[src/rtl/ptt_pkg.sv]
// Shared constants and types for the priority thread table.
package ptt_pkg;

  localparam int unsigned MaxThreadsDefault = 16;

  localparam int unsigned IdWidth   = 32;
  localparam int unsigned PrioWidth = 8;
  localparam int unsigned CmdWidth  = 2;

  typedef enum logic [CmdWidth-1:0] {
    CMD_CREATE = 2'd0,
    CMD_DELETE = 2'd1,
    CMD_FIND   = 2'd2
  } cmd_e;

  localparam logic STATUS_OK  = 1'b0;
  localparam logic STATUS_ERR = 1'b1;

  typedef struct packed {
    logic start;
    logic scan_en;
    logic commit;
  } ctrl_cmd_t;

  typedef struct packed {
    logic scan_done;
  } dp_status_t;

endpackage

[src/rtl/ptt_in_if.sv]
// Request channel: command beat with valid/ready handshake.
interface ptt_in_if;
  logic                          valid;
  logic                          ready;
  logic [ptt_pkg::CmdWidth-1:0]  command;
  logic [ptt_pkg::PrioWidth-1:0] priority_req;
  logic [ptt_pkg::IdWidth-1:0]   target_id;

  modport source (output valid, output command, output priority_req, output target_id,
                  input ready);
  modport sink   (input valid, input command, input priority_req, input target_id,
                  output ready);
endinterface

[src/rtl/ptt_out_if.sv]
// Response channel: status and thread id beat with valid/ready handshake.
interface ptt_out_if;
  logic                        valid;
  logic                        ready;
  logic                        status;
  logic [ptt_pkg::IdWidth-1:0] result_id;

  modport source (output valid, output status, output result_id, input ready);
  modport sink   (input valid, input status, input result_id, output ready);
endinterface

[src/rtl/ptt_ctrl.sv]
// Sequencer for the priority thread table: accept, table scan, commit.
module ptt_ctrl (
  input  logic                         clk_i,
  input  logic                         rst_ni,
  input  logic                         in_valid_i,
  input  logic [ptt_pkg::CmdWidth-1:0] in_cmd_i,
  output logic                         in_ready_o,
  input  logic                         out_ready_i,
  output logic                         out_valid_o,
  input  ptt_pkg::dp_status_t          status_i,
  output ptt_pkg::ctrl_cmd_t           cmd_o
);
  import ptt_pkg::*;

  localparam logic [1:0] StIdle = 2'd0;
  localparam logic [1:0] StScan = 2'd1;
  localparam logic [1:0] StDone = 2'd2;

  logic [1:0] state_q, state_d;
  logic       out_valid_q, out_valid_d;
  logic       out_free;

  assign out_free    = !out_valid_q || out_ready_i;
  assign in_ready_o  = (state_q == StIdle);
  assign out_valid_o = out_valid_q;

  always_comb begin
    cmd_o   = '0;
    state_d = state_q;
    unique case (state_q)
      StIdle: begin
        if (in_valid_i) begin
          cmd_o.start = 1'b1;
          if (in_cmd_i == CMD_DELETE || in_cmd_i == CMD_FIND) begin
            state_d = StScan;
          end else begin
            state_d = StDone;
          end
        end
      end
      StScan: begin
        cmd_o.scan_en = 1'b1;
        if (status_i.scan_done) begin
          state_d = StDone;
        end
      end
      StDone: begin
        if (out_free) begin
          cmd_o.commit = 1'b1;
          state_d      = StIdle;
        end
      end
      default: state_d = StIdle;
    endcase
  end

  always_comb begin
    if (cmd_o.commit) begin
      out_valid_d = 1'b1;
    end else if (out_ready_i) begin
      out_valid_d = 1'b0;
    end else begin
      out_valid_d = out_valid_q;
    end
  end

  always_ff @(posedge clk_i or negedge rst_ni) begin
    if (!rst_ni) begin
      state_q     <= StIdle;
      out_valid_q <= 1'b0;
    end else begin
      state_q     <= state_d;
      out_valid_q <= out_valid_d;
    end
  end

endmodule

[src/rtl/ptt_dp.sv]
// Datapath: thread table memory, entry count, id counter, scan and result registers.
module ptt_dp #(
  parameter int unsigned MAX_THREADS = ptt_pkg::MaxThreadsDefault
) (
  input  logic                          clk_i,
  input  logic                          rst_ni,
  input  ptt_pkg::ctrl_cmd_t            cmd_i,
  output ptt_pkg::dp_status_t           status_o,
  input  logic [ptt_pkg::CmdWidth-1:0]  command_i,
  input  logic [ptt_pkg::PrioWidth-1:0] priority_req_i,
  input  logic [ptt_pkg::IdWidth-1:0]   target_id_i,
  output logic                          status_o_bit_o,
  output logic [ptt_pkg::IdWidth-1:0]   result_id_o
);
  import ptt_pkg::*;

  localparam int unsigned IdxW = $clog2(MAX_THREADS);
  localparam int unsigned CntW = $clog2(MAX_THREADS + 1);

  logic [IdWidth-1:0]   id_mem_q   [MAX_THREADS];
  logic [PrioWidth-1:0] prio_mem_q [MAX_THREADS];

  logic [CmdWidth-1:0]  cmd_q;
  logic [PrioWidth-1:0] prio_q;
  logic [IdWidth-1:0]   target_q;
  logic [CntW-1:0]      count_q, count_d;
  logic [IdWidth-1:0]   id_ctr_q, id_ctr_d;
  logic [CntW-1:0]      issue_q;
  logic                 pend_q;
  logic [IdxW-1:0]      pend_idx_q;
  logic [IdWidth-1:0]   rd_id_q;
  logic [PrioWidth-1:0] rd_prio_q;
  logic                 found_q;
  logic [PrioWidth-1:0] best_prio_q;
  logic [IdWidth-1:0]   best_id_q;
  logic                 out_status_q;
  logic [IdWidth-1:0]   out_id_q;

  logic                 issue_go;
  logic                 match;
  logic                 shift_wr;
  logic                 better;
  logic                 full;
  logic                 create_wr;
  logic                 wr_en;
  logic [IdxW-1:0]      wr_addr;
  logic [IdWidth-1:0]   wr_id;
  logic [PrioWidth-1:0] wr_prio;

  assign issue_go  = cmd_i.scan_en && (issue_q != count_q);
  assign match     = pend_q && !found_q && (cmd_q == CMD_DELETE) && (rd_id_q == target_q);
  assign shift_wr  = pend_q && found_q && (cmd_q == CMD_DELETE);
  assign better    = pend_q && (cmd_q == CMD_FIND) && (rd_prio_q > best_prio_q);
  assign full      = (count_q == CntW'(MAX_THREADS));
  assign create_wr = cmd_i.commit && (cmd_q == CMD_CREATE) && !full;

  // entries after the removed one move down by one slot as they stream past
  assign wr_en   = shift_wr || create_wr;
  assign wr_addr = shift_wr ? (pend_idx_q - IdxW'(1)) : count_q[IdxW-1:0];
  assign wr_id   = shift_wr ? rd_id_q : id_ctr_q;
  assign wr_prio = shift_wr ? rd_prio_q : prio_q;

  assign status_o.scan_done = (issue_q == count_q) && !pend_q;

  assign status_o_bit_o = out_status_q;
  assign result_id_o    = out_id_q;

  always_ff @(posedge clk_i) begin
    if (wr_en) begin
      id_mem_q[wr_addr]   <= wr_id;
      prio_mem_q[wr_addr] <= wr_prio;
    end
    if (issue_go) begin
      rd_id_q   <= id_mem_q[issue_q[IdxW-1:0]];
      rd_prio_q <= prio_mem_q[issue_q[IdxW-1:0]];
    end
  end

  always_comb begin
    count_d  = count_q;
    id_ctr_d = id_ctr_q;
    if (create_wr) begin
      count_d  = count_q + CntW'(1);
      id_ctr_d = id_ctr_q + IdWidth'(1);
    end else if (cmd_i.commit && (cmd_q == CMD_DELETE) && found_q) begin
      count_d = count_q - CntW'(1);
    end
  end

  always_ff @(posedge clk_i or negedge rst_ni) begin
    if (!rst_ni) begin
      count_q  <= '0;
      id_ctr_q <= '0;
      issue_q  <= '0;
      pend_q   <= 1'b0;
      found_q  <= 1'b0;
    end else begin
      count_q  <= count_d;
      id_ctr_q <= id_ctr_d;
      if (cmd_i.start) begin
        issue_q <= '0;
        pend_q  <= 1'b0;
        found_q <= 1'b0;
      end else begin
        pend_q <= issue_go;
        if (issue_go) begin
          issue_q <= issue_q + CntW'(1);
        end
        if (match || better) begin
          found_q <= 1'b1;
        end
      end
    end
  end

  always_ff @(posedge clk_i) begin
    if (cmd_i.start) begin
      cmd_q       <= command_i;
      prio_q      <= priority_req_i;
      target_q    <= target_id_i;
      best_prio_q <= '0;
    end
    if (issue_go) begin
      pend_idx_q <= issue_q[IdxW-1:0];
    end
    if (better) begin
      best_prio_q <= rd_prio_q;
      best_id_q   <= rd_id_q;
    end
    if (cmd_i.commit) begin
      unique case (cmd_q)
        CMD_CREATE: begin
          out_status_q <= full ? STATUS_ERR : STATUS_OK;
          out_id_q     <= full ? '0 : id_ctr_q;
        end
        CMD_DELETE: begin
          out_status_q <= found_q ? STATUS_OK : STATUS_ERR;
          out_id_q     <= '0;
        end
        CMD_FIND: begin
          out_status_q <= found_q ? STATUS_OK : STATUS_ERR;
          out_id_q     <= found_q ? best_id_q : '0;
        end
        default: begin
          out_status_q <= STATUS_ERR;
          out_id_q     <= '0;
        end
      endcase
    end
  end

endmodule

[src/rtl/priority_thread_table_core.sv]
// Priority thread table: create, delete by id and find highest priority over a slot memory.
// Create and unknown commands: no table scan; the result is registered on commit.
// Delete and find: the table is scanned one slot per cycle, then the result is committed.
// One command in flight; the next beat is taken once the sequencer is back in idle after commit.
// A result still waiting in the output register holds back the commit of the next one.
// Async active-low reset empties the table and zeroes the id counter; slots stay unset.
module priority_thread_table_core #(
  parameter int unsigned MAX_THREADS = ptt_pkg::MaxThreadsDefault
) (
  input  logic      clk_i,
  input  logic      rst_ni,
  ptt_in_if.sink    in_i,
  ptt_out_if.source out_o
);
  import ptt_pkg::*;

  ctrl_cmd_t  cmd;
  dp_status_t status;

  ptt_ctrl u_ctrl (
    .clk_i       (clk_i),
    .rst_ni      (rst_ni),
    .in_valid_i  (in_i.valid),
    .in_cmd_i    (in_i.command),
    .in_ready_o  (in_i.ready),
    .out_ready_i (out_o.ready),
    .out_valid_o (out_o.valid),
    .status_i    (status),
    .cmd_o       (cmd)
  );

  ptt_dp #(
    .MAX_THREADS (MAX_THREADS)
  ) u_dp (
    .clk_i          (clk_i),
    .rst_ni         (rst_ni),
    .cmd_i          (cmd),
    .status_o       (status),
    .command_i      (in_i.command),
    .priority_req_i (in_i.priority_req),
    .target_id_i    (in_i.target_id),
    .status_o_bit_o (out_o.status),
    .result_id_o    (out_o.result_id)
  );

endmodule
[src/flat_wrapper.sv]
// flat-port wrapper written by rule: the top's interface ports become plain ports
module priority_thread_table_core_flat import ptt_pkg::*;
#(
  parameter int unsigned MAX_THREADS = ptt_pkg::MaxThreadsDefault
)
  (clk_i, rst_ni, in_i_valid, in_i_command, in_i_priority_req, in_i_target_id, in_i_ready, out_o_valid, out_o_status, out_o_result_id, out_o_ready);
  ptt_in_if in_i_i ();
  ptt_out_if out_o_i ();
  input  logic clk_i;
  input  logic rst_ni;
  input wire logic [$bits(in_i_i.valid)-1:0] in_i_valid;
  input wire logic [$bits(in_i_i.command)-1:0] in_i_command;
  input wire logic [$bits(in_i_i.priority_req)-1:0] in_i_priority_req;
  input wire logic [$bits(in_i_i.target_id)-1:0] in_i_target_id;
  output wire logic [$bits(in_i_i.ready)-1:0] in_i_ready;
  output wire logic [$bits(out_o_i.valid)-1:0] out_o_valid;
  output wire logic [$bits(out_o_i.status)-1:0] out_o_status;
  output wire logic [$bits(out_o_i.result_id)-1:0] out_o_result_id;
  input wire logic [$bits(out_o_i.ready)-1:0] out_o_ready;
  assign in_i_i.valid = in_i_valid;
  assign in_i_i.command = in_i_command;
  assign in_i_i.priority_req = in_i_priority_req;
  assign in_i_i.target_id = in_i_target_id;
  assign in_i_ready = in_i_i.ready;
  assign out_o_valid = out_o_i.valid;
  assign out_o_status = out_o_i.status;
  assign out_o_result_id = out_o_i.result_id;
  assign out_o_i.ready = out_o_ready;
  priority_thread_table_core #(.MAX_THREADS(MAX_THREADS)) u_core (.clk_i(clk_i), .rst_ni(rst_ni), .in_i(in_i_i), .out_o(out_o_i));
endmodule
[config.mk]
export PLATFORM = sky130hd
export DESIGN_NAME = priority_thread_table_core_flat
export DESIGN_NICKNAME = d
export VERILOG_FILES = /design/src/rtl/ptt_pkg.sv /design/src/rtl/ptt_in_if.sv /design/src/rtl/ptt_out_if.sv /design/src/rtl/ptt_ctrl.sv /design/src/rtl/ptt_dp.sv /design/src/rtl/priority_thread_table_core.sv /design/src/flat_wrapper.sv
export SDC_FILE = /design/constraint.sdc
export NUM_CORES = 1
export LEC_CHECK = 0
export BUFFER_PORTS_ARGS = -buffer_cell sky130_fd_sc_hd__buf_2
export CORE_MARGIN = 4
export CORE_UTILIZATION = 60
export DETAILED_ROUTE_END_ITERATION = 7
export HOLD_SLACK_MARGIN = 0.08
export PLACE_DENSITY_LB_ADDON = 0.3
export SYNTH_ARGS = -nofsm -noshare
export SYNTH_HDL_FRONTEND = slang
export SYNTH_SLANG_ARGS = --single-unit
[constraint.sdc]
create_clock -name clk_i -period 11.3 [get_ports clk_i]
set_input_delay 2.26 -clock clk_i [delete_from_list [all_inputs] [get_ports clk_i]]
set_output_delay 2.26 -clock clk_i [all_outputs]
set_load 0.01 [all_outputs]
# After elaboration in Yosys (flattened, before gate mapping)
# Memories as Yosys holds them, arrays and structs flattened. A register that Yosys moved wholly into a read port is not among the register bits.
# Index checks and enable logic that the tools add are counted.
dict set report classes {
  add_sub_neg 5
  order_cmp 1
  eq_ne 13
  mux 32
  reduce_logical 30
}
# operator n
set op_table {}
lappend op_table {{$mux W32} 3}
lappend op_table {{$pmux W32 S2} 1}
lappend op_table {{$add A32 B1 Y32 const B} 1}
lappend op_table {{$eq A32 B32 Y1} 1}
lappend op_table {{$mux W8} 3}
lappend op_table {{$mux W5} 4}
lappend op_table {{$mux W1} 14}
lappend op_table {{$logic_and A1 B1 Y1} 13}
lappend op_table {{$add A5 B1 Y5 const B} 2}
lappend op_table {{$reduce_bool A2 Y1} 5}
lappend op_table {{$gt A8 B8 Y1} 1}
lappend op_table {{$mux W2} 4}
lappend op_table {{$eq A2 B1 Y1 const B} 3}
lappend op_table {{$eq A2 B2 Y1 const B} 3}
lappend op_table {{$pmux W2 S3} 1}
lappend op_table {{$eq A5 B5 Y1} 1}
lappend op_table {{$eq A5 B5 Y1 const B} 1}
lappend op_table {{$ne A5 B5 Y1} 1}
lappend op_table {{$sub A5 B1 Y5 const B} 1}
lappend op_table {{$logic_not A1 Y1} 4}
lappend op_table {{$logic_not A2 Y1} 2}
lappend op_table {{$logic_or A1 B1 Y1} 4}
lappend op_table {{$mux W4} 1}
lappend op_table {{$ne A2 B2 Y1 const B} 2}
lappend op_table {{other kinds (5)} 5}
dict set report totals {
  reg_bits 166
  ramBits 640
  n_memories 2
}
# name depth width read_ports rd_ports_with_merged_regs write_ports line
set memory_table {}
lappend memory_table {u_core.u_dp.id_mem_q 16 32 1 1 1 ptt_dp.sv:20} ;# logic [IdWidth-1:0] id_mem_q [MAX_THREADS];
lappend memory_table {u_core.u_dp.prio_mem_q 16 8 1 1 1 ptt_dp.sv:21} ;# logic [PrioWidth-1:0] prio_mem_q [MAX_THREADS];

# Longest topological paths before layout
# Gate-level depths: netlist of the first run.
dict set report logic_depth {
  ltp_word 9
  ltp_mapped 12
}

# Hierarchy
# Synthesis of the first run repeated with hierarchy kept, for this count alone.
dict set report unflattened {
  cells_unflattened 1500
  area_unflattened_um2 32772.7
}
# module instances cells_each area_per_inst_um2 seq_area_each_um2
set modules_own_cells {}
lappend modules_own_cells {ptt_dp 1 1482 32590.0 25094.1}
lappend modules_own_cells {ptt_ctrl 1 18 182.7 75.1}

# Least setup slack after synthesis of the first run
# OpenSTA, ideal clock, no wires.
dict set report synth_path {
  kind {input to register}
  start {in out_o_ready}
  end {mem u_core.u_dp.id_mem_q[10][0] (enable)}
  setup_time_ps 437
  arrival_ps 5227
  slack_ps 5635
  cell_stages 7
  path_buffers 0
  cell_sequence {nand2b_1 -> nand3_1 -> inv_2 -> nand2_4 -> inv_2 -> a41oi_2 -> nor2_1}
}
# item line
set synth_rtl {}
lappend synth_rtl {{from (decl)} flat_wrapper.sv:19} ;# input wire logic [$bits(out_o_i.ready)-1:0] out_o_ready;
lappend synth_rtl {{to (decl)} ptt_dp.sv:20}

==> flow_summary.yaml, run 1 <==
critical_path:
  end_kind: "register"
  cp.required_ps: 11520
  cpMostUsedCell: "inv_2"
  critical_path.top_delay_family: "simple AND/OR/NAND/NOR gates"
  worstPathCellList: "buf_2 -> nand2b_1 -> nand3_1 -> inv_2 -> buf_4 -> nand2_4 -> inv_2 -> a41oi_2 -> nor2_4"
  crit_type: "in -> reg"
  critPathMaxStageDelay_ps: 1110
  critPathArrivalTime_ps: 5220
  path_buf_inv: 4
  cp-start-kind: "primary input"
  cpMaxStageDelayCell: "nor2_4"
  critPathMaxFanout: 42
logic_synthesis:
  syn_inst: 1576
  async_reset_ff_share_pct: 5.556
  synth_nets: 1641
  yosysSeqAreaShare_pct: 76.58
  ys.warnings.count: 0
  synth_edf_count: 799
  synth.distinct_cells: 50
  netlist_area_mm2: 0.03287
  synth_flop_cell: "edfxtp_1"
  ys_ff_latch: 846
  syn_area_per_cell_um2: 20.85
cells_and_area:
  area_growth_syn_to_layout_pct: 11.97
  nets: 1762
  diodes: 0
  seqCellArea_mm2: 0.02518
  multi_input_area_mm2: 0.007400
  filler_cell_count: 3279
  final_util_pct: 68.11
  layout-drive-gt1-share_pct: 26.76
sta:
  worst_pin_slew_ps: 1410
  fin_tns_setup_ps: 0
  finClkSkew_ps: 15.78
  finalHoldViolations: 0
  fmax_mhz: 200.2
  rsz0062_at_grt: "no"
  maxSlewHeadroom_pct: 5.395
  fin_hold_ws_ps: 503.4
  drv_slew: 0
  period_needed_ps: 4996
  min_period_over_period_pct: 44.21
  setup_viol: 0
job:
  maxCapViolCount: 0
placed_design:
  place_congestion: 0.8169
  io_buffers: 80
  dpl.hpwl_mm: 48.46
worst_hold_path:
  hp-class: "reg -> reg"
clocking:
  insertion_delay_ps: 620
  hold_buffers: 0
  cts_buffer_depth: 3
  clockRootBuffer: "clkbuf_16"
  path_clk_slew_ps: 60
  cts_resized: 0
  clkSinkCount: 846
  cts_tree: "yes"
  cts-htree-levels: 3
  post-cts-setup-buffers: 0
  cts_buffers: 81
floorplan:
  rows: 85
  die_y_um: 242.0
  ios: 81
  die_area_mm2: 0.05858
  die_w_um: 242.0
  core-area_mm2: 0.05403
  start_util_pct: 60.83
drt:
  wirelength_mm: 78.24
  first_pass_iters: 5
  dr.first_iter.drc_count: 2370
  ant_nets: 0
  vias_per_cell: 6.618
  post_drt_wl_per_cell_um: 31.86
  drcViolationCount: 0
  route.vias.total: 16250
grt:
  grt_max_degree: 115
  grt_pass1_wl_mm: 114.9
  overflow: 0
  antenna_found_initial: 4
  grt_pass1_vias: 16390
  grtUsageTotal_pct: 27.12
run_status:
  status: "finished clean"
pwr:
  power_density_mw_per_mm2: 220.7
  vdd_ir_drop_max_mv: 0.1638
  power_leakage_nw: 11.19
## cells by family (layout without fill, tap and decap cells)
group | count (synthesis) | count (layout) | synth area share [%]
buf+inv | 91 | 275 | 1.325
simple gates | 270 | 270 | 3.727
compound gates | 70 | 70 | 1.767
fa+ha+maj | 19 | 19 | 0.7462
xor+xnor | 76 | 76 | 2.025
flops | 846 | 846 | 76.58
mux | 204 | 204 | 13.83
## stage by stage
step | worst slack [ps] | area [um^2] | instances | total power [mW]
floorplan | 5635 | 32870 | 1576 | 4.917
global placement | 5819 | 34140 | 2309 | 5.425
detailed placement | 5697 | 34140 | 2309 | 5.457
CTS | 6327 | 36790 | 2455 | 8.158
global route | 6077 | 36800 | 2456 | 8.413
finish | 6304 | 36800 | 2456 | 8.120
## final cells by class
class / instances / share of cell area, %
inverter: 23 / 0.2346
tap: 696 / 2.366
clock buffer: 99 / 5.923
sequential: 846 / 68.43
timing repair buffer: 106 / 1.652
clock inverter: 47 / 1.285
multi-input combinational: 639 / 20.11
## report_power, final
| group | leakage [nW] | total [mW] | switching [mW] | internal, mW |
|---|---|---|---|---|
| logic | 2.72 | 1.41 | 0.826 | 0.580 |
| clock network | 1.31 | 2.71 | 1.13 | 1.58 |
| registers | 7.15 | 4.01 | 0.247 | 3.76 |
| total | 11.2 | 8.12 | 2.20 | 5.92 |
## cell usage after synthesis (all sizes together), types with 2 or more instances
master  instances  area share, %
nor3           17           0.27
inv            23           0.26
o21a            3          0.069
a21oi           6          0.091
nand3          10           0.17
nand2         154            1.8
nor4            7           0.19
nor2           34           0.39
ha             18           0.69
buf            35           0.69
xor2           23           0.61
clkbuf         33           0.38
a311oi          2           0.11
xnor2          53            1.4
o21ai          15           0.24
nand2b          2          0.038
dfrtp          47            3.6
a22o           30           0.80
a31oi           2          0.038
a41oi           4           0.20
and3            8           0.15
and2           10           0.19
nor2b           2          0.038
edfxtp        799             73
mux4          200             14
nand4          22           0.42
mux2i           4           0.12
## state kept, by name, summed over array words and instances (netlist names)
signal                      cells
u_core.u_dp.id_mem_q          512
u_core.u_dp.prio_mem_q        128
u_core.u_dp.best_id_q          32
u_core.u_dp.id_ctr_q           32
u_core.u_dp.rd_id_q            32
u_core.u_dp.result_id_o        32
u_core.u_dp.target_q           32
u_core.u_dp.best_prio_q         8
u_core.u_dp.prio_q              8
u_core.u_dp.rd_prio_q           8
u_core.u_dp.count_q             5
u_core.u_dp.issue_q             5
u_core.u_dp.pend_idx_q          4
u_core.u_ctrl.state_q           2
u_core.u_dp.cmd_q               2
u_core.u_ctrl.out_valid_o       1
u_core.u_dp.found_q             1
u_core.u_dp.pend_q              1
u_core.u_dp.status_o_bit_o      1
## cells in the final DEF (no fill, tap or decap), drive strengths merged, types with 26 or more instances in the layout
cell type and count:
a22o 30, buf 106, clkbuf 99, clkinv 32, dfrtp 47, edfxtp 799, inv 26, mux4 200
nand2 154, nor2 34, xnor2 53
## path summary, 6_finish.rpt
check | from | endpoint | slack (ps) | cells past startpoint
setup / recovery | out_o_ready | u_core.u_dp.id_mem_q[13][17] | 6300 | 9
hold / removal | u_core.u_dp.id_ctr_q[11] | u_core.u_dp.id_ctr_q[11] | 500 | 1
setup reg to reg | u_core.u_dp.issue_q[1] | u_core.u_dp.rd_id_q[24] | 7350 | 4
hold reg to reg | u_core.u_dp.id_ctr_q[11] | u_core.u_dp.id_ctr_q[11] | 500 | 1
max in group asynchronous | rst_ni | u_core.u_dp.issue_q[0] | 9050 | 2
min in group asynchronous | rst_ni | u_core.u_dp.issue_q[4] | 1760 | 2
## per-layer routing
metal	wire length (um)	track usage [%]	vias up
met2	34460	37.97	1047
li1	-	-	6633
met5	33	0	-
met4	2017	7.547	4
met1	31180	42.55	8439
met3	10550	8.080	130
Note: power is estimated with default switching activity, not from simulation.
==> run 2: changes to the inputs <==
==> constraint.sdc (replaced) <==
create_clock -name clk_i -period 4.8 [get_ports clk_i]
set_input_delay 0.96 -clock clk_i [delete_from_list [all_inputs] [get_ports clk_i]]
set_output_delay 0.96 -clock clk_i [all_outputs]
set_load 0.01 [all_outputs]
==> run 2 against run 1 <==
Net effect: critical endpoint is now u_core.u_dp.prio_mem_q[2][4]; power up 130%; critical path type is now reg -> reg; flip-flop and latch count is the same; combinational power grew 140%; critical path depth fell by 3; sequential power rose by 140%.
==> flow_summary.yaml, run 2 (synthesis gave the netlist of run 1 again) <==
run_status:
  status: "finished clean"
pwr:
  power_leakage_nw: 11.16
  vdd_ir_drop_max_mv: 0.3135
  power_density_mw_per_mm2: 509.0
cells_and_area:
  seqCellArea_mm2: 0.02518
  layout-drive-gt1-share_pct: 26.26
  multi_input_area_mm2: 0.007403
  layout_commonest_cell: "edfxtp_1"
  filler_cell_count: 3289
  reg_top3: "u_core.u_dp.id_mem_q x512, u_core.u_dp.prio_mem_q x128"
  area_growth_syn_to_layout_pct: 12.02
  nets: 1777
  design_area_mm2: 0.03682
  largest_reg_flops: 512
  layout_common_cells: "edfxtp_1 (799), mux4_2 (200), nand2_1 (153)"
  largest-register: "u_core.u_dp.id_mem_q"
critical_path:
  critPathMaxFanout: 42
  cpMostUsedCell: "buf_4"
  end_kind: "register"
  crit_type: "reg -> reg"
  reg2reg_depth: 6
  critPathArrivalTime_ps: 3620
  cp.depth: 6
  cp.required_ps: 5120
  critPathMaxStageDelay_ps: 720
  critical_path.top_delay_family: "simple AND/OR/NAND/NOR gates"
  worstPathCellList: "ha_1 -> nand3_2 -> buf_4 -> a41oi_2 -> nor2_4 -> buf_4"
  cp-start-kind: "register"
  path_buf_inv: 2
  cpMaxStageDelayCell: "nor2_4"
placed_design:
  dpl.hpwl_mm: 50.14
  io_buffers: 80
  pre_cts_slack_ps: 1175
  place_congestion: 0.8642
  place_area_mm2: 0.03437
clocking:
  cts_buffers: 83
  post-cts-setup-buffers: 0
  path_clk_slew_ps: 60
  insertion_delay_ps: 640
  clockRootBuffer: "clkbuf_16"
  cts_tree: "yes"
  cts-htree-levels: 3
  cts_buffer_depth: 3
  cts_resized: 0
  hold_buffers: 0
  clkSinkCount: 846
grt:
  grt_pass1_vias: 16420
  antenna_found_initial: 1
  overflow: 0
  grt_pass1_wl_mm: 115.5
  grt_max_degree: 94
  grtUsageTotal_pct: 27.29
drt:
  first_pass_iters: 5
  post_drt_wl_per_cell_um: 31.85
  ant_nets: 0
  drcViolationCount: 0
  dr.first_iter.drc_count: 2511
  route.vias.total: 16430
  vias_per_cell: 6.658
  wirelength_mm: 78.61
floorplan:
  die_w_um: 242.0
  core-area_mm2: 0.05403
  rows: 85
  ios: 81
  die_area_mm2: 0.05858
  start_util_pct: 60.83
  die_y_um: 242.0
job:
  maxCapViolCount: 0
sta:
  rsz0062_at_grt: "no"
  fmax_mhz: 302.5
  min_period_over_period_pct: 68.88
  finClkSkew_ps: 40.42
  drv_slew: 0
  worst_pin_slew_ps: 1289
  maxSlewHeadroom_pct: 13.49
  fin_tns_setup_ps: 0
  finalHoldViolations: 0
  fin_ws_ps: 1494
  setup_viol: 0
  period_needed_ps: 3306
worst_hold_path:
  min_path_cells: 0
  hp-class: "reg -> reg"
run 2: power by group:
part,total [mW],switching [mW],leakage (nW),internal (mW)
Sequential,9.44,0.586,7.15,8.85
Clock,5.92,2.66,1.19,3.26
Combinational,3.39,1.99,2.83,1.40
Total,18.7,5.23,11.2,13.5
run 2: per-stage QoR:
stage	utilization, %	hold WS, ps	total power, mW	cells
5_1_grt	68.14	475.5	19.39	2467
2_1_floorplan	-	419.6	11.58	1576
3_5_place_dp	63.62	493.7	12.91	2323
3_3_place_gp	63.62	479.7	12.80	2323
4_1_cts	68.13	473.3	18.80	2467
6_report	68.14	498.6	18.74	2468
run 2: area by class of cell:
class | count | share of cell area, %
Clock inverter | 40 | 0.6287
Antenna cell | 1 | 0.006797
Sequential cell | 846 | 68.40
Inverter | 23 | 0.2345
Timing Repair Buffer | 119 | 2.257
Tap cell | 696 | 2.365
Multi-Input combinational cell | 639 | 20.11
Clock buffer | 104 | 5.999
run 2: metal layers:
layer  up-vias  GRT usage, %  wire length, um
met5         -             0                0
met1      8586         43.18            31250
li1       6665             -                -
met2      1069         39.62            35360
met4         0         6.198             1861
met3       113         6.630            10140
run 2: final timing paths:
| check | start | to | slack, ps |
|---|---|---|---|
| worst max-delay path | u_core.u_dp.cmd_q[0] | u_core.u_dp.prio_mem_q[2][4] | 1490 |
| worst min-delay path | u_core.u_dp.rd_id_q[0] | u_core.u_dp.best_id_q[0] | 500 |
| worst max register to register | u_core.u_dp.cmd_q[0] | u_core.u_dp.prio_mem_q[2][4] | 1490 |
| worst min register to register | u_core.u_dp.rd_id_q[0] | u_core.u_dp.best_id_q[0] | 500 |
| max in group asynchronous | rst_ni | u_core.u_dp.issue_q[0] | 3420 |
| min in group asynchronous | rst_ni | u_core.u_dp.issue_q[3] | 570 |
run 2: worst register-to-register path: cells and delay by family, from the launching register on:
| family | cells | cell delay (ps) |
|---|---|---|
| simple gates | 2 | 920 |
| buf+inv | 2 | 870 |
| compound gates | 1 | 510 |
| flops | 1 | 440 |
| fa+ha+maj | 1 | 280 |
==> run 3: changes to the inputs <==
==> constraint.sdc (replaced) <==
create_clock -name clk_i -period 3.2 [get_ports clk_i]
set_input_delay 0.64 -clock clk_i [delete_from_list [all_inputs] [get_ports clk_i]]
set_output_delay 0.64 -clock clk_i [all_outputs]
set_load 0.01 [all_outputs]
==> run 3 against run 2 <==
Net effect: via count decreased by 0.60%; hold slack got worse by 410 ps; routed wire length decreased by 4.3%; core utilization increased by 0.72 points; power increased by 52%; first-iteration DRC count decreased by 17%; register-to-register slack got worse by 1200 ps.
==> flow_summary.yaml, run 3 (synthesis gave the netlist of run 1 again) <==
floorplan:
  rows: 85
  ios: 81
  die_w_um: 242.0
  die_y_um: 242.0
  core-area_mm2: 0.05403
  die_area_mm2: 0.05858
  start_util_pct: 60.83
critical_path:
  critPathArrivalTime_ps: 3200
  worstPathCellList: "inv_1 -> ha_1 -> nand3_2 -> o21ai_0 -> nand2_1 -> nor2_4 -> buf_4"
  crit_type: "reg -> reg"
  critPathMaxFanout: 24
  cpMaxStageDelayCell: "o21ai_0"
  end_kind: "register"
  critPathMaxStageDelay_ps: 430
  cp-startpoint: "u_core.u_dp.cmd_q[1]"
  cp.required_ps: 3460
  r2r_start: "u_core.u_dp.cmd_q[1]"
  cp-start-kind: "register"
job:
  maxCapViolCount: 0
clocking:
  cts_resized: 0
  cts_buffer_depth: 3
  cts_buffers: 81
  clkSinkCount: 846
  insertion_delay_ps: 640
  clockRootBuffer: "clkbuf_16"
  cts_tree: "yes"
  post-cts-setup-buffers: 0
  cts-htree-levels: 3
  hold_buffers: 0
  path_clk_slew_ps: 60
cells_and_area:
  layout_commonest_cell: "edfxtp_1"
  final_util_pct: 68.87
  diodes: 0
  area_growth_syn_to_layout_pct: 13.21
  layout-drive-gt1-share_pct: 27.79
  filler_cell_count: 3266
  nets: 1801
  layout_common_cells: "edfxtp_1 (799), mux4_2 (200), nand2_1 (153)"
  multi_input_area_mm2: 0.007400
  reg_top3: "u_core.u_dp.id_mem_q x512, u_core.u_dp.prio_mem_q x128"
  largest-register: "u_core.u_dp.id_mem_q"
  largest_reg_flops: 512
  seqCellArea_mm2: 0.02518
pwr:
  power_density_mw_per_mm2: 763.7
  vdd_ir_drop_max_mv: 0.5575
  p_total_mw: 28.42
  power_leakage_nw: 11.40
sta:
  fin_tns_setup_ps: 0
  worst_pin_slew_ps: 848.6
  fmax_mhz: 339.6
  fin_hold_ws_ps: 90.98
  finClkSkew_ps: 30.77
  min_period_over_period_pct: 92.01
  maxSlewHeadroom_pct: 43.43
  drv_slew: 0
  setup_viol: 0
  period_needed_ps: 2944
  finalHoldViolations: 0
  rsz0062_at_grt: "no"
drt:
  route.vias.total: 16330
  vias_per_cell: 6.547
  dr.first_iter.drc_count: 2077
  wirelength_mm: 75.25
  post_drt_wl_per_cell_um: 30.16
  drcViolationCount: 0
  first_pass_iters: 5
  ant_nets: 0
grt:
  grt_pass1_vias: 16720
  grt_max_degree: 94
  grtUsageTotal_pct: 26.11
  grt_pass1_wl_mm: 112.6
  overflow: 0
  antenna_found_initial: 0
worst_hold_path:
  hp-class: "in -> async"
run_status:
  status: "finished clean"
placed_design:
  io_buffers: 80
  place_congestion: 0.8368
  dpl.hpwl_mm: 44.93
==> run 3: per-stage QoR <==
stage / setup WS, ps / instance area, um^2 / std cells
after global routing: 109.9 / 37210 / 2495
final: 255.7 / 37210 / 2495
after CTS: 371.4 / 37210 / 2495
after detailed placement: 393.4 / 34600 / 2349
after global placement: 416.6 / 34600 / 2349
after floorplan: -235.4 / 32910 / 1576
==> run 3: where the power goes <==
group / total [mW] / switching (mW) / internal, mW
Combinational: 4.97 / 2.79 / 2.18
Clock: 9.43 / 4.01 / 5.42
Sequential: 14.0 / 0.751 / 13.3
Total: 28.4 / 7.56 / 20.9
==> run 3: path summary, 6_finish.rpt <==
kind	to	cells after the start	slack, ps
setup / recovery	u_core.u_dp.id_mem_q[15][13]	7	260
hold / removal	u_core.u_dp.issue_q[0]	1	90
setup reg to reg	u_core.u_dp.id_mem_q[15][13]	7	260
hold reg to reg	u_core.u_dp.best_id_q[12]	0	510
max in group asynchronous	u_core.u_dp.id_ctr_q[17]	2	2420
min in group clk_i	u_core.u_dp.target_q[17]	1	180
==> run 3: area by class of cell <==
type	instances	area share [%]
clock inverters	41	1.116
flip-flops and latches	846	67.68
repair buffers	145	2.858
clock buffers	105	5.885
multi-input cells	639	19.89
inverters	23	0.2320
well taps	696	2.341
==> run 3: per-layer routing <==
metal / share of wire, % / vias to the layer above / track usage (%)
met1: 40 / 8641 / 37.89
met2: 49 / 853 / 41.26
li1: - / 6719 / -
met5: 0 / - / 0
met3: 8.4 / 121 / 5.313
met4: 2.7 / 0 / 7.837
==> run 3: critical path, delay by kind of cell (launching register included) <==
family | cells | cell delay (ps)
simple gates | 3 | 950
fa+ha+maj | 1 | 240
compound gates | 1 | 430
flops | 1 | 420
buf+inv | 2 | 510
